**src/rtl/smt_pkg.sv**
```systemverilog
// smt_pkg: shared types and constants of the set membership test block
// used by smt_front, smt_back and set_membership_test_top; no dependencies
`default_nettype none

package smt_pkg;

  localparam logic [1:0] OP_CLEAR = 2'd0;
  localparam logic [1:0] OP_ADD   = 2'd1;
  localparam logic [1:0] OP_QUERY = 2'd2;

  localparam int unsigned QIDX_W = 20;

  typedef enum logic [1:0] {
    CMD_CLEAR,
    CMD_ADD,
    CMD_QUERY
  } cmd_e;

  typedef struct packed {
    logic valid;
    cmd_e cmd;
  } qhead_t;

  typedef enum logic [2:0] {
    ST_IDLE,
    ST_CMP,
    ST_DONE,
    ST_QCMP,
    ST_EMIT,
    ST_SH_RD,
    ST_SH_WR,
    ST_INS
  } state_e;

  typedef struct packed {
    logic              in_set;
    logic [QIDX_W-1:0] query_index;
    logic              overflow;
  } result_t;

endpackage

`default_nettype wire

```
**src/rtl/smt_front.sv**
```systemverilog
// smt_front: accepts input words, decodes the opcode and queues commands
// depends on smt_pkg
`default_nettype none

module smt_front #(
  parameter int unsigned VALUE_WIDTH = 32
) (
  input  wire logic                          clk_i,
  input  wire logic                          rst_ni,
  input  wire logic                          in_valid_i,
  output logic                               in_stall_o,
  input  wire logic [1:0]                    opcode_i,
  input  wire logic signed [VALUE_WIDTH-1:0] value_i,
  output smt_pkg::qhead_t                    head_o,
  output logic [VALUE_WIDTH-1:0]             head_key_o,
  input  wire logic                          pop_i
);

  logic [1:0]             cnt_q, cnt_d;
  logic                   wr_ptr_q, rd_ptr_q;
  smt_pkg::cmd_e          cmd_q [2];
  logic [VALUE_WIDTH-1:0] key_q [2];
  smt_pkg::cmd_e          in_cmd;
  logic                   in_known;
  logic                   push;
  logic [VALUE_WIDTH-1:0] in_key;

  // flip the sign bit so unsigned order matches signed order
  assign in_key = {~value_i[VALUE_WIDTH-1], value_i[VALUE_WIDTH-2:0]};

  always_comb begin
    in_known = 1'b1;
    in_cmd   = smt_pkg::CMD_CLEAR;
    case (opcode_i)
      smt_pkg::OP_CLEAR: in_cmd = smt_pkg::CMD_CLEAR;
      smt_pkg::OP_ADD:   in_cmd = smt_pkg::CMD_ADD;
      smt_pkg::OP_QUERY: in_cmd = smt_pkg::CMD_QUERY;
      default:           in_known = 1'b0;
    endcase
  end

  assign in_stall_o = (cnt_q == 2'd2);
  assign push       = in_valid_i && !in_stall_o && in_known;

  always_comb begin
    cnt_d = cnt_q;
    if (push && !pop_i) begin
      cnt_d = cnt_q + 2'd1;
    end else if (!push && pop_i) begin
      cnt_d = cnt_q - 2'd1;
    end
  end

  always_ff @(posedge clk_i or negedge rst_ni) begin
    if (!rst_ni) begin
      cnt_q    <= 2'd0;
      wr_ptr_q <= 1'b0;
      rd_ptr_q <= 1'b0;
    end else begin
      cnt_q <= cnt_d;
      if (push) begin
        wr_ptr_q <= ~wr_ptr_q;
      end
      if (pop_i) begin
        rd_ptr_q <= ~rd_ptr_q;
      end
    end
  end

  always_ff @(posedge clk_i) begin
    if (push) begin
      cmd_q[wr_ptr_q] <= in_cmd;
      key_q[wr_ptr_q] <= in_key;
    end
  end

  assign head_o.valid = (cnt_q != 2'd0);
  assign head_o.cmd   = cmd_q[rd_ptr_q];
  assign head_key_o   = key_q[rd_ptr_q];

endmodule

`default_nettype wire

```
**config.mk**
```make
export PLATFORM = sky130hd
export DESIGN_NAME = smt_front
export DESIGN_NICKNAME = d
export VERILOG_FILES = /design/src/rtl/smt_pkg.sv /design/src/rtl/smt_front.sv
export SDC_FILE = /design/constraint.sdc
export NUM_CORES = 1
export LEC_CHECK = 0
export BUFFER_PORTS_ARGS = -buffer_cell sky130_fd_sc_hd__buf_2
export CAP_MARGIN = 10
export CELL_PAD_IN_SITES_DETAIL_PLACEMENT = 1
export CELL_PAD_IN_SITES_GLOBAL_PLACEMENT = 1
export CORE_ASPECT_RATIO = 1.25
export CORE_MARGIN = 3
export CORE_UTILIZATION = 47
export DETAILED_ROUTE_END_ITERATION = 10
export PLACE_DENSITY_LB_ADDON = 0.1
export SLEW_MARGIN = 30
export SYNTH_ARGS = -nofsm -noshare
export SYNTH_HDL_FRONTEND = slang
export SYNTH_SLANG_ARGS = --single-unit
```
**constraint.sdc**
```tcl
create_clock -name clk_i -period 6.83 [get_ports clk_i]
set_input_delay 1.0245 -clock clk_i [delete_from_list [all_inputs] [get_ports clk_i]]
set_output_delay 1.0245 -clock clk_i [all_outputs]
set_load 0.01 [all_outputs]
```
Word-level counts from Yosys, hierarchy flattened
Memories as Yosys holds them, arrays and structs flattened.
Index checks and enable logic that the tools add are counted.

word-level totals
  register bits = 4
  word-level logic and storage cells = 30
  input bits = 38
  memories = 2
  output and inout bits = 36
  bits in writable memories = 68

cells by class
  reductions and logical operators = 11
  add/subtract/negate cells = 2
  equality and inequality tests = 3
  mux-type cells = 6
  bitwise operators = 3

memories
  name   depth  bits a word  read ports  clocked after Yosys merged registers in  write ports  line             source
  key_q  2      32           1           0                                        1            smt_front.sv:22  logic [VALUE_WIDTH-1:0] key_q [2];
  cmd_q  2      2            1           0                                        1            smt_front.sv:21  smt_pkg::cmd_e cmd_q [2];

operators with widths
  kind                                                 number
  equality test 2 bit, second input constant           2
  logical AND 1 bit                                    4
  two-way mux 2 bit                                    2
  case mux 2 bit (2 select lines)                      1
  nonzero test 2 bit                                   2
  logical NOT 1 bit                                    3
  two-way mux 1 bit                                    3
  NOT 1 bit                                            3
  OR reduction 3 bit                                   1
  adder 2 x 1 -> 2 bit, second input constant          1
  equality test 2 x 1 -> 1 bit, second input constant  1
  logical NOT 2 bit                                    1
  subtractor 2 x 1 -> 2 bit, second input constant     1

Logic depth before layout (Yosys ltp)
  depth after elaboration = 8
  gate-level depth with buffers = 7
  mapped depth without buffers = 7

Worst setup path after synthesis
No wires, ideal clock.

  path kind = input to register
  start point = input port opcode_i[0]
  end point = memory cmd_q[1][0] in the netlist's numbering, enable pin
  setup slack = 3.740 ns
  arrival = 2.665 ns
  path buffers = 0
  cell stages on the path = 3
  required time = 6.405 ns
  setup time = 0.425 ns
  cells stage by stage = nand2_1 -> nand3b_4 -> nor2_1

between the ends
  longest elaborated chain between the ends = 6
  elaborated cells on any way between the ends = 8
  classes of those cells = eq/ne (2); mux (3); reduce/logical (3)

RTL lines
  what                                         line             source
  start: declaration                           smt_front.sv:12  input wire logic [1:0] opcode_i,
  equality test 2 bit (tied with other cells)  smt_front.sv:34  case (opcode_i)
  OR reduction 3 bit (no source line) *        --
  two-way mux 1 bit *                          smt_front.sv:34
  logical AND 1 bit *                          smt_front.sv:43  assign push = in_valid_i && !in_stall_o && in_known;
  two-way mux 1 bit *                          smt_front.sv:71  if (push) begin
  two-way mux 1 bit (not written as such) *    smt_front.sv:72  cmd_q[wr_ptr_q] <= in_cmd;
  end: declaration                             smt_front.sv:21

Every way passes the cells marked *; elsewhere a longest branch is shown, timed or not.

Worst setup path in the final report
  start point = register rd_ptr_q
  end point = output port head_key_o[30]

between the ends
  longest elaborated chain between the ends = 1

RTL lines
  what                      line             source
  start: declaration        smt_front.sv:20  logic wr_ptr_q, rd_ptr_q;
  start signal: assignment  smt_front.sv:65  rd_ptr_q <= ~rd_ptr_q;
  memory (2 x 32 bit)       --
  end: declaration          smt_front.sv:15  output logic [VALUE_WIDTH-1:0] head_key_o,

No other way between the ends.

==> results.cfg <==
[logic_synthesis]
synth_xor_xnor_area_share = 0.0154
yosys.area_share.simple = 0.0220
netlist.area_leader.share = 0.719
syn_area_um2 = 2840
ys_types = 16
yosys.area_share.adder = 0.00441
ys_ff_latch = 72
yosysWarnings = 0
synth_compound_area_frac = 0
synth_area_per_cell_um2 = 22.0
syn-num-nets = 168
synthMuxAreaShare = 0.173
synth_area_leaders = edfxtp_1 (72%), mux2_4 (15%), dfrtp_1 (3.5%)
yosysTopAreaCell = edfxtp_1
synthCells = 129
synth_top_family_by_area = multiplexers
ys_seq_area_frac = 0.755

[clock_tree]
hold_buffers = 0
cts_tree = yes
clk_latency_ps = 330
cts.repair.resized = 0
clockBufferDepth = 2
clkSlewWorstSetupHoldPaths_ps = 70
h-tree-depth = 3
clock-sinks = 72
cts-root-buf = clkbuf_8
cts_buffers = 9
post_cts.repair.setup_buffers = 0

[critical_path]
cp.arrival_ps = 1720
endpoint_kind = output pin
cp_max_fo = 35
reg2reg_from = cnt_q[1]
critPathKind = register to output pin
worstSetupStartpointType = register
cp.required_ps = 5810
slowest_stage = dfrtp_4
crit_chain = mux2_2, buf_2
crit_start = rd_ptr_q
critPathMaxStageDelay_ps = 840

[sta]
finalMaxSlewViolations = 0
worst_pin_slew_ps = 633
fin_hold_ws_ps = 481
rsz0062_at_grt = false
min_period_over_period = 0.402
hold_viol = 0
setup_viol = 0
slew_headroom = 0.577
tns_ps = 0
max_freq_mhz = 365
worst_clock_skew_ps = 7.49
fin_ws_ps = 4090
fin_crit_ps = 2740

[route]
viasPerCell = 4.98
firstDrtPassIters = 4
wl_um = 5030
drtIter0Drc = 57
num_vias = 1405
wire_per_inst_um = 17.8
drc = 0
ant_nets = 0

[cells_and_area]
instances_no_fill = 282
num_antenna_cells = 0
drive_above_1_share = 0.602
fin_util = 0.606
area_delta_synth_final_pct = 24.2
fill_cells = 546
final_cell_mix = buf_2 (73), edfxtp_1 (68), mux2_4 (29)
final_area_um2 = 3520
nNetsFinal = 250
final_common_cell = buf_2

[hold_path]
hold_path.class = register to register
hp-start = cnt_q[1]

[global_routing]
grt_overflow_total = 0
grtUsageMet1 = 0.166
top_usage_layer = met2
grtUsageMet3 = 0.0608
grt_max_degree = 36
grtUsageTotal = 0.152
grt_pass1_wl_um = 7660
antenna_found_initial = 0
first_global_vias = 1557
met2_usage = 0.259

[floorplan]
fp.dieH_um = 92.9
initial_core_util = 0.488
die_w_um = 75.5
num_io_pins = 74
die_area_um2 = 7010
coreArea_um2 = 5820
rows = 31

[placement]
place_ws_ps = 4230
dpl_cell_area_um2 = 3230
place.gp.congestion = 0.614
dp.cells = 264
port_buffers = 73
dp_hpwl_um = 3330

[power]
p_per_area_nw_per_um2 = 415
p_total_mw = 1.46
peakVddDrop_uv = 236
power_leakage_nw = 1.44

[job]
drv_cap = 0

[status]
status = finished, final reports clean
-- cells in the mapped netlist --
master and count:
edfxtp_1 68, xnor2_1 2, dfrtp_1 4, or2_2 1
nor2b_2 1, nand3b_4 1, xor2_1 3, nand2_1 1
mux2_4 29, inv_1 4, nor2_1 3, buf_6 1
buf_12 3, ha_1 1, nor2b_1 2, mux2_2 5
-- per-layer routing --
metal | vias to the layer above | part of all wire
li1 | 655 | -
met1 | 699 | 0.37
met2 | 49 | 0.55
met3 | 2 | 0.068
met4 | 0 | 0.0058
met5 | - | 0
-- worst paths after layout --
check                                  to  depth (start not counted)  slack [ps]
hold / removal                   cnt_q[1]                          1         480
setup reg to reg              key_q[0][8]                          4        5030
max in group asynchronous        rd_ptr_q                          1        6200
hold reg to reg                  cnt_q[1]                          1         480
setup / recovery           head_key_o[30]                          2        4090
min in group asynchronous        cnt_q[0]                          1         500
-- power breakdown --
group / total (mW) / switching [mW] / internal [mW]
clock network: 0.392 / 0.151 / 0.242
logic: 0.406 / 0.168 / 0.238
registers: 0.664 / 0.0820 / 0.582
total: 1.46 / 0.401 / 1.06
-- worst max-delay path, delay by kind of cell (launching register included) --
family | cells | cell delay (ps)
muxes | 1 | 410
buffers and inverters | 1 | 140
DFF | 1 | 840
-- flip-flops by register name, summed over array words and instances (netlist names) --
name / flops
key_q: 64
cmd_q: 4
cnt_q: 2
rd_ptr_q: 1
wr_ptr_q: 1
-- area by class of cell --
type / instances / area [um^2] / share of cell area
clock buffer: 10 / 128 / 0.0362
clock inverter: 6 / 108 / 0.0305
inverter: 4 / 15.0 / 0.00426
multi-input combinational: 49 / 626 / 0.177
sequential: 72 / 2150 / 0.609
tap: 66 / 82.6 / 0.0234
timing repair buffer: 75 / 420 / 0.119
-- cell families after synthesis --
| family | Yosys count |
|---|---|
| fa+ha+maj | 1 |
| xor+xnor | 5 |
| simple gates | 9 |
| flops | 72 |
| mux | 34 |
| buf+inv | 8 |
Power figures use the tool's default switching activity.
